<file path="config.mk">
export PLATFORM = sky130hd
export DESIGN_NAME = lpht_ram
export DESIGN_NICKNAME = d
export VERILOG_FILES = /design/src/hw/rtl/lpht_ram.sv
export SDC_FILE = /design/constraint.sdc
export NUM_CORES = 1
export LEC_CHECK = 0
export BUFFER_PORTS_ARGS = -buffer_cell sky130_fd_sc_hd__buf_2
export CAP_MARGIN = 20
export CORE_AREA = 3 3 101 113
export DETAILED_ROUTE_END_ITERATION = 10
export DIE_AREA = 0 0 104 116
export GPL_TIMING_DRIVEN = 0
export PLACE_DENSITY = 0.77
export SLEW_MARGIN = 20
export SYNTH_ARGS = -nofsm -noshare
export SYNTH_HDL_FRONTEND = slang
export SYNTH_SLANG_ARGS = --single-unit
</file>
<file path="constraint.sdc">
create_clock -name clk -period 3.9 [get_ports clk]
set_input_delay 0.78 -clock clk [delete_from_list [all_inputs] [get_ports clk]]
set_output_delay 0.78 -clock clk [all_outputs]
set_load 0.01 [all_outputs]
</file>
<file path="src/hw/rtl/lpht_ram.sv">
// Generic simple dual-port RAM: one write port, one read port with registered data.
`default_nettype none

module lpht_ram #(
  parameter int WIDTH = 8,
  parameter int DEPTH = 16
) (
  input  wire logic                     clk,
  input  wire logic                     we,
  input  wire logic [$clog2(DEPTH)-1:0] waddr,
  input  wire logic [WIDTH-1:0]         wdata,
  input  wire logic [$clog2(DEPTH)-1:0] raddr,
  output logic      [WIDTH-1:0]         rdata
);

  logic [WIDTH-1:0] mem [DEPTH];

  // Write port
  always_ff @(posedge clk) begin
    if (we) begin
      mem[waddr] <= wdata;
    end
  end

  // Registered read port
  always_ff @(posedge clk) begin
    rdata <= mem[raddr];
  end

endmodule

`default_nettype wire

</file>
# Yosys cells after proc, flatten, opt, wreduce, memory -nomap -nowiden
# Memory sizes are Yosys's and may differ from the RTL's. A register that Yosys moved wholly into a read port is not among the register bits.
# Index checks and enable logic that the tools add are counted.
[word_totals]
n_memories = 1
ramBits = 128
ff_bits = 0
elab_cells = 3
[mem_list]
columns = ["name", "words", "width", "read_ports", "rd_clocked_by_memory_dff", "wr", "line", "rtl"]
rows = [
  ["mem", 16, 8, 1, 1, 1, "16", "logic [WIDTH-1:0] mem [DEPTH];"],
]
[op_classes]
mux = 2
[ops]
columns = ["op", "count"]
rows = [
  ["1-bit two-way mux", 2],
]

# Logic depth before layout (Yosys ltp)
[logic_depth]
depth_word = 2
ltp_mapped = 5
mapped_depth_nobuf = 3

# Worst setup path after synthesis
# Ideal clock, no wire load.
[synth_timing]
path_type = "in2reg"
from = "input waddr[2]"
to = "memory mem[0][0], enable pin"
arrival_ns = 1.890
path_stages = 2
setup_time_ns = 0.383
path_slack_ns = 1.627
required_time_ns = 3.517
path_buffers = 0
path_cell_list = "or3b_2 -> nor3_1"
[synth_rtl]
columns = ["element", "line", "rtl"]
rows = [
  ["from (decl)", "10", "input wire logic [$clog2(DEPTH)-1:0] waddr,"],
  ["to (decl)", "16", ""],
]
# No word-level cell before the write port.

# Worst setup path after layout
[layout_timing]
from = "input waddr[2]"
to = "memory mem[3][7], enable pin"
# No word-level cell before the write port.

==> results.sh <==
export IMPL_n_fill_cell=755
export IMPL_reg2reg_slack_ns=2.49
export IMPL_endpoint="mem[3][7]"
export IMPL_seq_area_frac_synth=0.778
export IMPL_tns_ns=0
export IMPL_worstSetupStartpoint="waddr[2]"
export IMPL_die_area_um2=12100
export IMPL_ir_drop_v=0.000330
export IMPL_synthMostInstantiatedCell="edfxtp_1"
export IMPL_cts_setup_buffers=0
export IMPL_yosysTopAreaCell="edfxtp_1"
export IMPL_netlist_area_leader_share=0.747
export IMPL_r2r_start="mem[7][7]"
export IMPL_period_needed_ns=2.05
export IMPL_cpPeakStageDelay_ns=0.66
export IMPL_maxCapViolations=0
export IMPL_rows=39
export IMPL_dp_hpwl_um=6050
export IMPL_arrival_ns=2.09
export IMPL_cp_depth=3
export IMPL_initialDrtViolationCount=317
export IMPL_syn2layout_area_growth_pct=18.6
export IMPL_r2r_end="rdata[7]"
export IMPL_end_kind="flop"
export IMPL_gp_congestion=0.731
export IMPL_crit_buf_inv=1
export IMPL_yosys_cell_types_count=19
export IMPL_grt_pass1_wl_um=15100
export IMPL_hold_viol=0
export IMPL_clkSinkCount=136
export IMPL_finalWirelength_um=9950
export IMPL_core_um2=10300
export IMPL_grt_setup_unrepaired="no"
export IMPL_async_reset_ff_frac=0
export IMPL_cp_slowest_cell="nor2_1"
export IMPL_clk_pin_slew_worst_paths_ns=0.06
export IMPL_die_height_um=116
export IMPL_fmax_mhz=487
export IMPL_grt_pass1_vias=2467
export IMPL_power_density_nw_per_um2=572
export IMPL_final_core_utilization=0.590
export IMPL_synth_cells=229
export IMPL_cp_max_fo=8
export IMPL_syn_area_um2=5150
export IMPL_slew_headroom=0.448
export IMPL_overflow=0
export IMPL_fin_nets=291
export IMPL_fin_cells=429
export IMPL_antenna_found_initial=0
export IMPL_cts_buffer_depth=2
export IMPL_crit_chain="buf_2 > or3b_2 > nor2_1"
export IMPL_antenna_diode_count=0
export IMPL_dp_cells=397
export IMPL_ys_seq_elements=136
export IMPL_tightest_slew_ns=0.825
export IMPL_period_share=0.527
export IMPL_cts_tree="yes"
export IMPL_cts_htree_levels=4
export IMPL_drv_slew=0
export IMPL_status="finished, final reports clean"
export IMPL_fp_dieW_um=104
export IMPL_drc=0
export IMPL_synth_net_count=247
export IMPL_worstPathRequired_ns=3.94
export IMPL_hold_path_class="reg -> reg"
export IMPL_vias_per_cell=5.80
export IMPL_ff2ff_path_depth=3
export IMPL_drive_gt1_frac=0.311
export IMPL_synth_warnings=0
export IMPL_ant_nets=0
export IMPL_insertion_delay_ns=0.41
export IMPL_ys_flop_type="edfxtp_1"
export IMPL_setup_viol_count_final=0
export IMPL_grt_use_total=0.181
export IMPL_initial_core_util=0.498
export IMPL_vias=2487
export IMPL_yosys_top_cells_count="edfxtp_1 (128), mux4_2 (18), a22oi_1 (16)"
export IMPL_grt_max_degree=17
export IMPL_clockRootBuffer="clkbuf_16"
export IMPL_post_cts_resized=0
export IMPL_postSynthAreaPerCell_um2=22.5
export IMPL_avgRoutedWirePerCell_um=23.2
export IMPL_startpoint_type="input port"
export IMPL_leakage_uw=0.00205
export IMPL_worstSetupPathType="in -> reg"
export IMPL_critical_path_top_delay_family="simple AND/OR/NAND/NOR gates"
export IMPL_skew_ns=0.00686
export IMPL_synth_area_leaders="edfxtp_1 (75%), mux4_2 (7.9%), mux4_1 (7.1%)"
export IMPL_synth_edff_count=128
export IMPL_ios=26
export IMPL_cts_hold_buf=0
export IMPL_io_buffer_count=24
export IMPL_firstDrtPassIters=4
export IMPL_numCtsBuffers=17
==> per-layer routing <==
metal  vias to the layer above  global-route usage  wire, um
met5                         -                   0         0
met4                         0              0.0904       237
met3                        24              0.0496       803
met2                       137               0.283      4850
met1                      1262               0.237      4070
li1                       1064                   -         -
==> logic make-up (layout without fill, tap and decap cells) <==
kind of cell / after synthesis / after routing / synth area share
AO/OA/AOI/OAI: 16 / 16 / 0.0233
buffers and inverters: 10 / 67 / 0.0168
flip-flops: 136 / 136 / 0.778
multiplexers: 32 / 32 / 0.150
AND/OR/NAND/NOR: 35 / 35 / 0.0318
==> worst reg2reg max path, stage by stage, from the launching register on <==
cell,delay [ns]
edfxtp_1,0.36
mux4_2,0.51
a22oi_1,0.33
nand2_1,0.10
==> flip-flops by register name, summed over array words and instances, names as in the netlist <==
signal	count
mem	128
rdata	8
==> placed cells by master (no fill, tap or decap) <==
cell type / synthesis / routed
nor3_1: 4 / 1
dfxtp_1: 8 / 8
clkinv_2: 0 / 1
or3b_2: 1 / 1
mux4_1: 14 / 14
clkdlybuf4s25_2: 3 / 3
bufinv_16: 0 / 4
and2_1: 1 / 1
a22oi_1: 16 / 16
nand3_1: 1 / 1
nor2b_1: 1 / 1
nor3_2: 0 / 3
clkinvlp_4: 0 / 3
clkbuf_8: 0 / 1
buf_4: 1 / 1
clkbuf_16: 0 / 17
nand3b_1: 2 / 2
buf_6: 3 / 3
and2b_1: 1 / 1
buf_2: 3 / 28
mux4_2: 18 / 18
nand2b_1: 2 / 2
nand2_1: 9 / 9
nor2_1: 13 / 13
clkinv_4: 0 / 6
edfxtp_1: 128 / 128
==> worst min-delay path by stage <==
stage	from	endpoint	cells after the start
final	mem[9][3]	rdata[3]	3
after detailed placement	mem[11][2]	rdata[2]	3
after global routing	mem[11][3]	rdata[3]	3
after floorplan	mem[7][0]	rdata[0]	3
after global placement	mem[11][3]	rdata[3]	3
after CTS	mem[11][3]	rdata[3]	3
==> area by class of cell <==
class                           count  area, um2  area share
Sequential cell                   136       4000       0.656
Multi-Input combinational cell     83       1070       0.176
Clock buffer                       18        439      0.0719
Clock inverter                     14        200      0.0328
Tap cell                          143        179      0.0293
Timing Repair Buffer               25        125      0.0205
Buffer                             10       86.3      0.0141
==> stage by stage <==
step | area (um2) | hold WS, ns | total power (uW) | worst slack (ns)
2_1_floorplan | 5150 | 0.629 | 1760 | 1.63
3_3_place_gp | 5450 | 0.654 | 1820 | 1.05
3_5_place_dp | 5460 | 0.673 | 1830 | 1.37
4_1_cts | 6100 | 0.687 | 3510 | 1.84
5_1_grt | 6110 | 0.710 | 3600 | 1.80
6_report | 6110 | 0.682 | 3500 | 1.85
==> power breakdown <==
part | switching (uW) | internal [uW] | leakage [uW] | total [uW]
registers | 8.26 | 1630 | 0.00122 | 1640
logic | 93.1 | 65.1 | 0.000524 | 158
clock network | 605 | 1090 | 0.000302 | 1690
Power figures use the tool's default switching activity.
