[src/hw/rtl/lpht_pkg.sv]
// Shared types, constants and helper functions for the linear probe hash table.
`default_nettype none

package lpht_pkg;

  // Default configuration of the table
  localparam int TABLE_SLOTS_DEF = 47;
  localparam int NAME_BYTES_DEF  = 16;

  // Fixed field widths
  localparam int MAX_NAME_BYTES = 16;
  localparam int WORD_W         = 64;
  localparam int NAME_W         = 2 * WORD_W;
  localparam int KEY_W          = 11;
  localparam int SLOT_OUT_W     = 6;
  localparam int PROBE_W        = 6;
  localparam int STATUS_W       = 3;
  localparam int OP_W           = 2;
  localparam int CFG_W          = 6;

  localparam logic [CFG_W-1:0] MAX_PROBES_RST = CFG_W'(10);

  // Request operations (code 3 behaves as a search)
  localparam logic [OP_W-1:0] OP_INSERT = 2'd0;
  localparam logic [OP_W-1:0] OP_SEARCH = 2'd1;
  localparam logic [OP_W-1:0] OP_CLEAR  = 2'd2;

  // Result status codes
  localparam logic [STATUS_W-1:0] ST_INSERTED = 3'd0;
  localparam logic [STATUS_W-1:0] ST_FULL     = 3'd1;
  localparam logic [STATUS_W-1:0] ST_FOUND    = 3'd2;
  localparam logic [STATUS_W-1:0] ST_MISSING  = 3'd3;
  localparam logic [STATUS_W-1:0] ST_CLEARED  = 3'd4;

  // One table entry as kept in the slot memory
  typedef struct packed {
    logic                used;
    logic [WORD_W-1:0]   name_high;
    logic [WORD_W-1:0]   name_low;
    logic [KEY_W-1:0]    key;
    logic [PROBE_W-1:0]  probes;
  } entry_t;

  localparam int ENTRY_W = $bits(entry_t);

  // Byte mask that keeps the first nb name bytes
  function automatic logic [NAME_W-1:0] name_mask(input int nb);
    logic [NAME_W-1:0] m;
    m = '0;
    for (int i = 0; i < MAX_NAME_BYTES; i++) begin
      if (i < nb) begin
        m[i*8 +: 8] = 8'hFF;
      end
    end
    return m;
  endfunction

  // Sum of the low 7 bits of every name byte
  function automatic logic [KEY_W-1:0] byte_sum(input logic [NAME_W-1:0] n);
    logic [KEY_W-1:0] s;
    s = '0;
    for (int i = 0; i < MAX_NAME_BYTES; i++) begin
      s = s + KEY_W'(n[i*8 +: 7]);
    end
    return s;
  endfunction

endpackage

`default_nettype wire

[src/hw/rtl/lpht_home.sv]
// Key mod TABLE_SLOTS unit: reciprocal multiplication over three register stages.
`default_nettype none

module lpht_home
  import lpht_pkg::*;
#(
  parameter int TABLE_SLOTS = TABLE_SLOTS_DEF
) (
  input  wire logic                           clk,
  input  wire logic                           rst_n,
  input  wire logic                           start,
  input  wire logic [KEY_W-1:0]               key,
  output logic                                done,
  output logic      [$clog2(TABLE_SLOTS)-1:0] home
);

  localparam int SLOT_W = $clog2(TABLE_SLOTS);
  localparam int REC_W  = KEY_W + 1;
  localparam int PROD_W = KEY_W + REC_W;
  // floor(key * RECIP / 2**SHIFT) equals floor(key / TABLE_SLOTS) for every key
  localparam int SHIFT  = KEY_W + $clog2(TABLE_SLOTS);
  localparam logic [REC_W-1:0] RECIP =
    REC_W'(((2 ** SHIFT) + TABLE_SLOTS - 1) / TABLE_SLOTS);
  localparam logic [KEY_W-1:0] SLOTS_K = KEY_W'(TABLE_SLOTS);

  logic [KEY_W-1:0]  key_r;
  logic [KEY_W-1:0]  quot_r, quot_nxt;
  logic [KEY_W-1:0]  rem_r, rem_nxt;
  logic [PROD_W-1:0] prod;
  logic              stg0_r;
  logic              stg1_r;
  logic              done_r;

  // Quotient by reciprocal multiplication
  assign prod     = {{REC_W{1'b0}}, key_r} * {{KEY_W{1'b0}}, RECIP};
  assign quot_nxt = KEY_W'(prod >> SHIFT);

  // Remainder: key less quotient times the slot count
  assign rem_nxt = key_r - quot_r * SLOTS_K;

  // Stage valid chain: key, quotient, remainder
  always_ff @(posedge clk) begin
    if (!rst_n) begin
      stg0_r <= 1'b0;
      stg1_r <= 1'b0;
      done_r <= 1'b0;
    end else begin
      stg0_r <= start;
      stg1_r <= stg0_r;
      done_r <= stg1_r;
    end
  end

  always_ff @(posedge clk) begin
    if (start) begin
      key_r <= key;
    end
    quot_r <= quot_nxt;
    rem_r  <= rem_nxt;
  end

  assign done = done_r;
  assign home = rem_r[SLOT_W-1:0];

endmodule

`default_nettype wire
[config.mk]
export PLATFORM = sky130hd
export DESIGN_NAME = lpht_home
export DESIGN_NICKNAME = d
export VERILOG_FILES = /design/src/hw/rtl/lpht_pkg.sv /design/src/hw/rtl/lpht_home.sv
export SDC_FILE = /design/constraint.sdc
export NUM_CORES = 1
export LEC_CHECK = 0
export ABC_AREA = 1
export BUFFER_PORTS_ARGS = -buffer_cell sky130_fd_sc_hd__buf_2
export CAP_MARGIN = 20
export CORE_MARGIN = 2
export CORE_UTILIZATION = 39
export CTS_CLUSTER_DIAMETER = 60
export DETAILED_ROUTE_END_ITERATION = 8
export GPL_ROUTABILITY_DRIVEN = 0
export HOLD_SLACK_MARGIN = 0.06
export PLACE_DENSITY = 0.56
export SYNTH_ARGS = -nofsm -noshare
export SYNTH_HDL_FRONTEND = slang
export SYNTH_SLANG_ARGS = --single-unit
[constraint.sdc]
create_clock -name clk -period 3.9 [get_ports clk]
set_input_delay 0.78 -clock clk [delete_from_list [all_inputs] [get_ports clk]]
set_output_delay 0.78 -clock clk [all_outputs]
set_load 0.1 [all_outputs]
Word-level counts from Yosys, hierarchy flattened
Index checks and enable logic that the tools add are counted.

cells by class
  multipliers = 2
  add/sub/neg operators = 1

operators with widths
  kind                    number
  $mul 11x12->23 const B  1
  $mul 6x6->6 const B     1
  $sub 6x6->6             1

word-level totals
  word-level logic and storage cells = 9
  input port bits = 14
  register bits = 26
  output and inout port bits = 7

Depth between registers and ports, before layout
  depth in word-level cells = 2
  gate-level depth with buffers = 22
  depth with buffers taken out = 22

Worst setup path before layout
Ideal clock, no wire load.

  path kind = reg-to-reg
  start = register key_r[5]
  end = register quot_r[0]
  cell stages (with the launch flop) = 19
  period minus slack after synthesis = 4.083 ns
  data required time = 3.788 ns
  library setup time = 0.112 ns
  setup slack = -0.183 ns
  arrival time = 3.971 ns
  path through = edfxtp_1 ha_1 inv_1 fa_1 inv_1 fa_1 fa_1 inv_1 fa_1 inv_1 ha_1 nand2_1 inv_1 a21boi_0 nor2_1 nor2_1 nand2_1 nand2_1 nand2_1

between the ends
  word-level cells in the longest chain between the ends = 1

ends and longest elaborated chain
  what                    line             source
  start, declared         lpht_home.sv:26  logic [KEY_W-1:0] key_r;
  start signal, assigned  lpht_home.sv:56  key_r <= key;
  $mul 11x12->23          lpht_home.sv:35  assign prod = {{REC_W{1'b0}}, key_r} * {{KEY_W{1'b0}}, RECIP};
  net prod[17]            lpht_home.sv:29  logic [PROD_W-1:0] prod;
  end signal, assigned    lpht_home.sv:58  quot_r <= quot_nxt;
  end, declared           lpht_home.sv:27  logic [KEY_W-1:0] quot_r, quot_nxt;

The timed path passes the listed nets, and every way through them passes these cells.
A chain may end at the register's enable or synchronous reset.

Worst setup path after layout
  start = register key_r[6]
  end = register quot_r[1]

The elaborated chain is that of the path after synthesis.

==> run metrics <==
layout cells sized above 1 21.2%; Cell Count, Final, Fillers Out 614; placed insts slightly above 600; Clock Path Buffers 2; largest net degree at the start of global routing 16; CP Data Arrival Time 4.17 ns; commonest non-fill, non-tap cell in the layout inv_1; Netlist cell types 24; Die Wd 102 microns; Startpoint Class register; vias 2771; synthesis-stage register bit count 26; TritonCTS clock tree yes; post-route worst setup slack -0.0808 ns; crit end category register; TNS Setup -0.183 ns; DRT iter0 DRCs 59; Synthesis Warnings 0; Final Cell Area 4570 sq um; Worst Path Required 4.09 ns; Post-Syn Area 3770 sq um; crit share post-route 102%; H-tree levels 1; Gate Count Post-Synth 430; clock transition at the registers of the reported paths around 0.11 ns; kind of critical path reg -> reg; register area 631 sq um; post-DP HPWL around 6.7 mm; Multi-input gate area 2960 sq um; Rows 35; max-slew violation count 0; final hold vios 0; Antenna Violating Nets Remaining 0; Post-Synthesis Net Count 570; number of synthesized flops with an enable pin 11; CTS Buf Count 3; Synth Area per Inst just under 9 sq um; actual slew at the worst max-slew pin 0.545 ns; Nets 626; final wirelength 7.73 mm; status finished with violations; total gr overflow 0; # port buffers 20; Rel. slew slack a little under two thirds; WL per Instance 12.6 microns; Root Buffer clkbuf_8; initial core utilization 40.4%; asr flop ratio synth 0%; violated checks setup timing; hold crit path type reg -> reg; drt pass-1 iters 4; WHS 0.420 ns; DRC errors left 0; die area about 10000 sq um; Fmax between 200 and 300 MHz; vias in the first global route 2902; Area Overhead vs Synth 21.1%; vias per cell around 4.5; Clock Latency Late Sink ~0.29 ns; Max Cap Violations 0; Synth Flop Type dfxtp_1; first-pass GRT wire length 12.9 mm; Final Skew between 0.01 and 0.015 ns; Ant. Diodes 0; CTS Hold Bufs 0; commonest cells after routing, fill and taps aside 99 x inv_1, 70 x ha_1, 63 x nand2_1; Core ar. 9330 sq um; # IOs 21; unrepaired setup endpoints after global routing yes; fill count 875; Final min period approximately 4 ns; maximum net fanout on the critical path 5; Clock Sink Count 26; area post-placement 4260 sq um; Total Routing Usage GR 15.9%; initial antenna violation count 0; Final Setup Violations 6; Die H slightly above 100 microns; post-synthesis sequential area ratio 16.7%
## synthesized netlist by cell type, types with 2 or more instances
| cell type | count | share of area (%) |
|---|---|---|
| xnor2_1 | 4 | 0.93 |
| dfxtp_1 | 15 | 8.0 |
| a21oi_1 | 16 | 2.1 |
| a21o_1 | 6 | 1.2 |
| or2_2 | 2 | 0.33 |
| nor2_1 | 22 | 2.2 |
| nand2_2 | 3 | 0.50 |
| nor3_1 | 3 | 0.40 |
| edfxtp_1 | 11 | 8.8 |
| nand2_1 | 69 | 6.9 |
| inv_1 | 107 | 11 |
| nand3_1 | 16 | 2.1 |
| nand4_1 | 5 | 0.83 |
| xor2_1 | 8 | 1.9 |
| fa_1 | 44 | 23 |
| o21ai_0 | 10 | 1.3 |
| ha_1 | 82 | 27 |
## stage by stage
stage          setup WS [ns]  utilization, %
6_report             -0.0808            49.0
2_1_floorplan       -0.00113               -
3_3_place_gp          -0.124            45.7
5_1_grt               -0.235            49.0
3_5_place_dp          -0.173            45.7
4_1_cts              -0.0456            47.7
## timing repair
action	4_1_cts	5_1_grt
gates resized for setup	23	22
gates cloned	0	0
setup buffers	3	3
pin swaps	19	33
setup endpoints to repair	6	6
## layout make-up
cell class                 instances  area share [%]
timing repair buffer              51            7.45
clock buffer                       4            1.45
inverter                         108            8.93
sequential                        26            13.8
tap                              129            3.53
multi-input combinational        296            64.8
## critical path: stages (launching register included)
cell and delay (ns):
edfxtp_1 0.48, ha_1 0.33, inv_2 0.04, fa_1 0.55, inv_2 0.04, fa_2 0.42
fa_1 0.51, inv_2 0.04, fa_1 0.51, inv_2 0.04, ha_4 0.23, nand2_2 0.06
nand2_2 0.05, inv_2 0.08, nor2_4 0.04, nor2_4 0.10, nor2_1 0.05, nor2_1 0.10
nand2_1 0.07, xor2_1 0.14
## state kept, by name (all words and copies together) (netlist names)
signal,cells
stg1_r,1
quot_r,6
stg0_r,1
done,1
rem_r,6
key_r,11
## final timing paths
path	start	to	slack, ns	cells past startpoint
max	key_r[6]$_DFFE_PP_	quot_r[1]$_DFF_P_	-0.08	19
min	stg1_r$_SDFF_PN0_	done$_SDFF_PN0_	0.42	2
max reg2reg	key_r[6]$_DFFE_PP_	quot_r[1]$_DFF_P_	-0.08	19
min reg2reg	stg1_r$_SDFF_PN0_	done$_SDFF_PN0_	0.42	2
## metal layers
metal  vias to the layer above  GRT usage, %  share of wire, %
li1                       1453             -                 -
met1                      1275          19.8                45
met2                        33          28.9                50
met3                        10          2.87               2.6
met4                         0          2.77               1.7
met5                         -             0                 0
## logic make-up after synthesis
kind of cell    share of synthesized area, %
buf+inv                                 10.7
simple gates                            13.8
xor+xnor                                2.79
fa+ha+maj                               50.6
compound gates                          5.34
flops                                   16.7
Power is not shown: default switching activity piles up to over one toggle a cycle in this logic, so the estimate is an artifact.
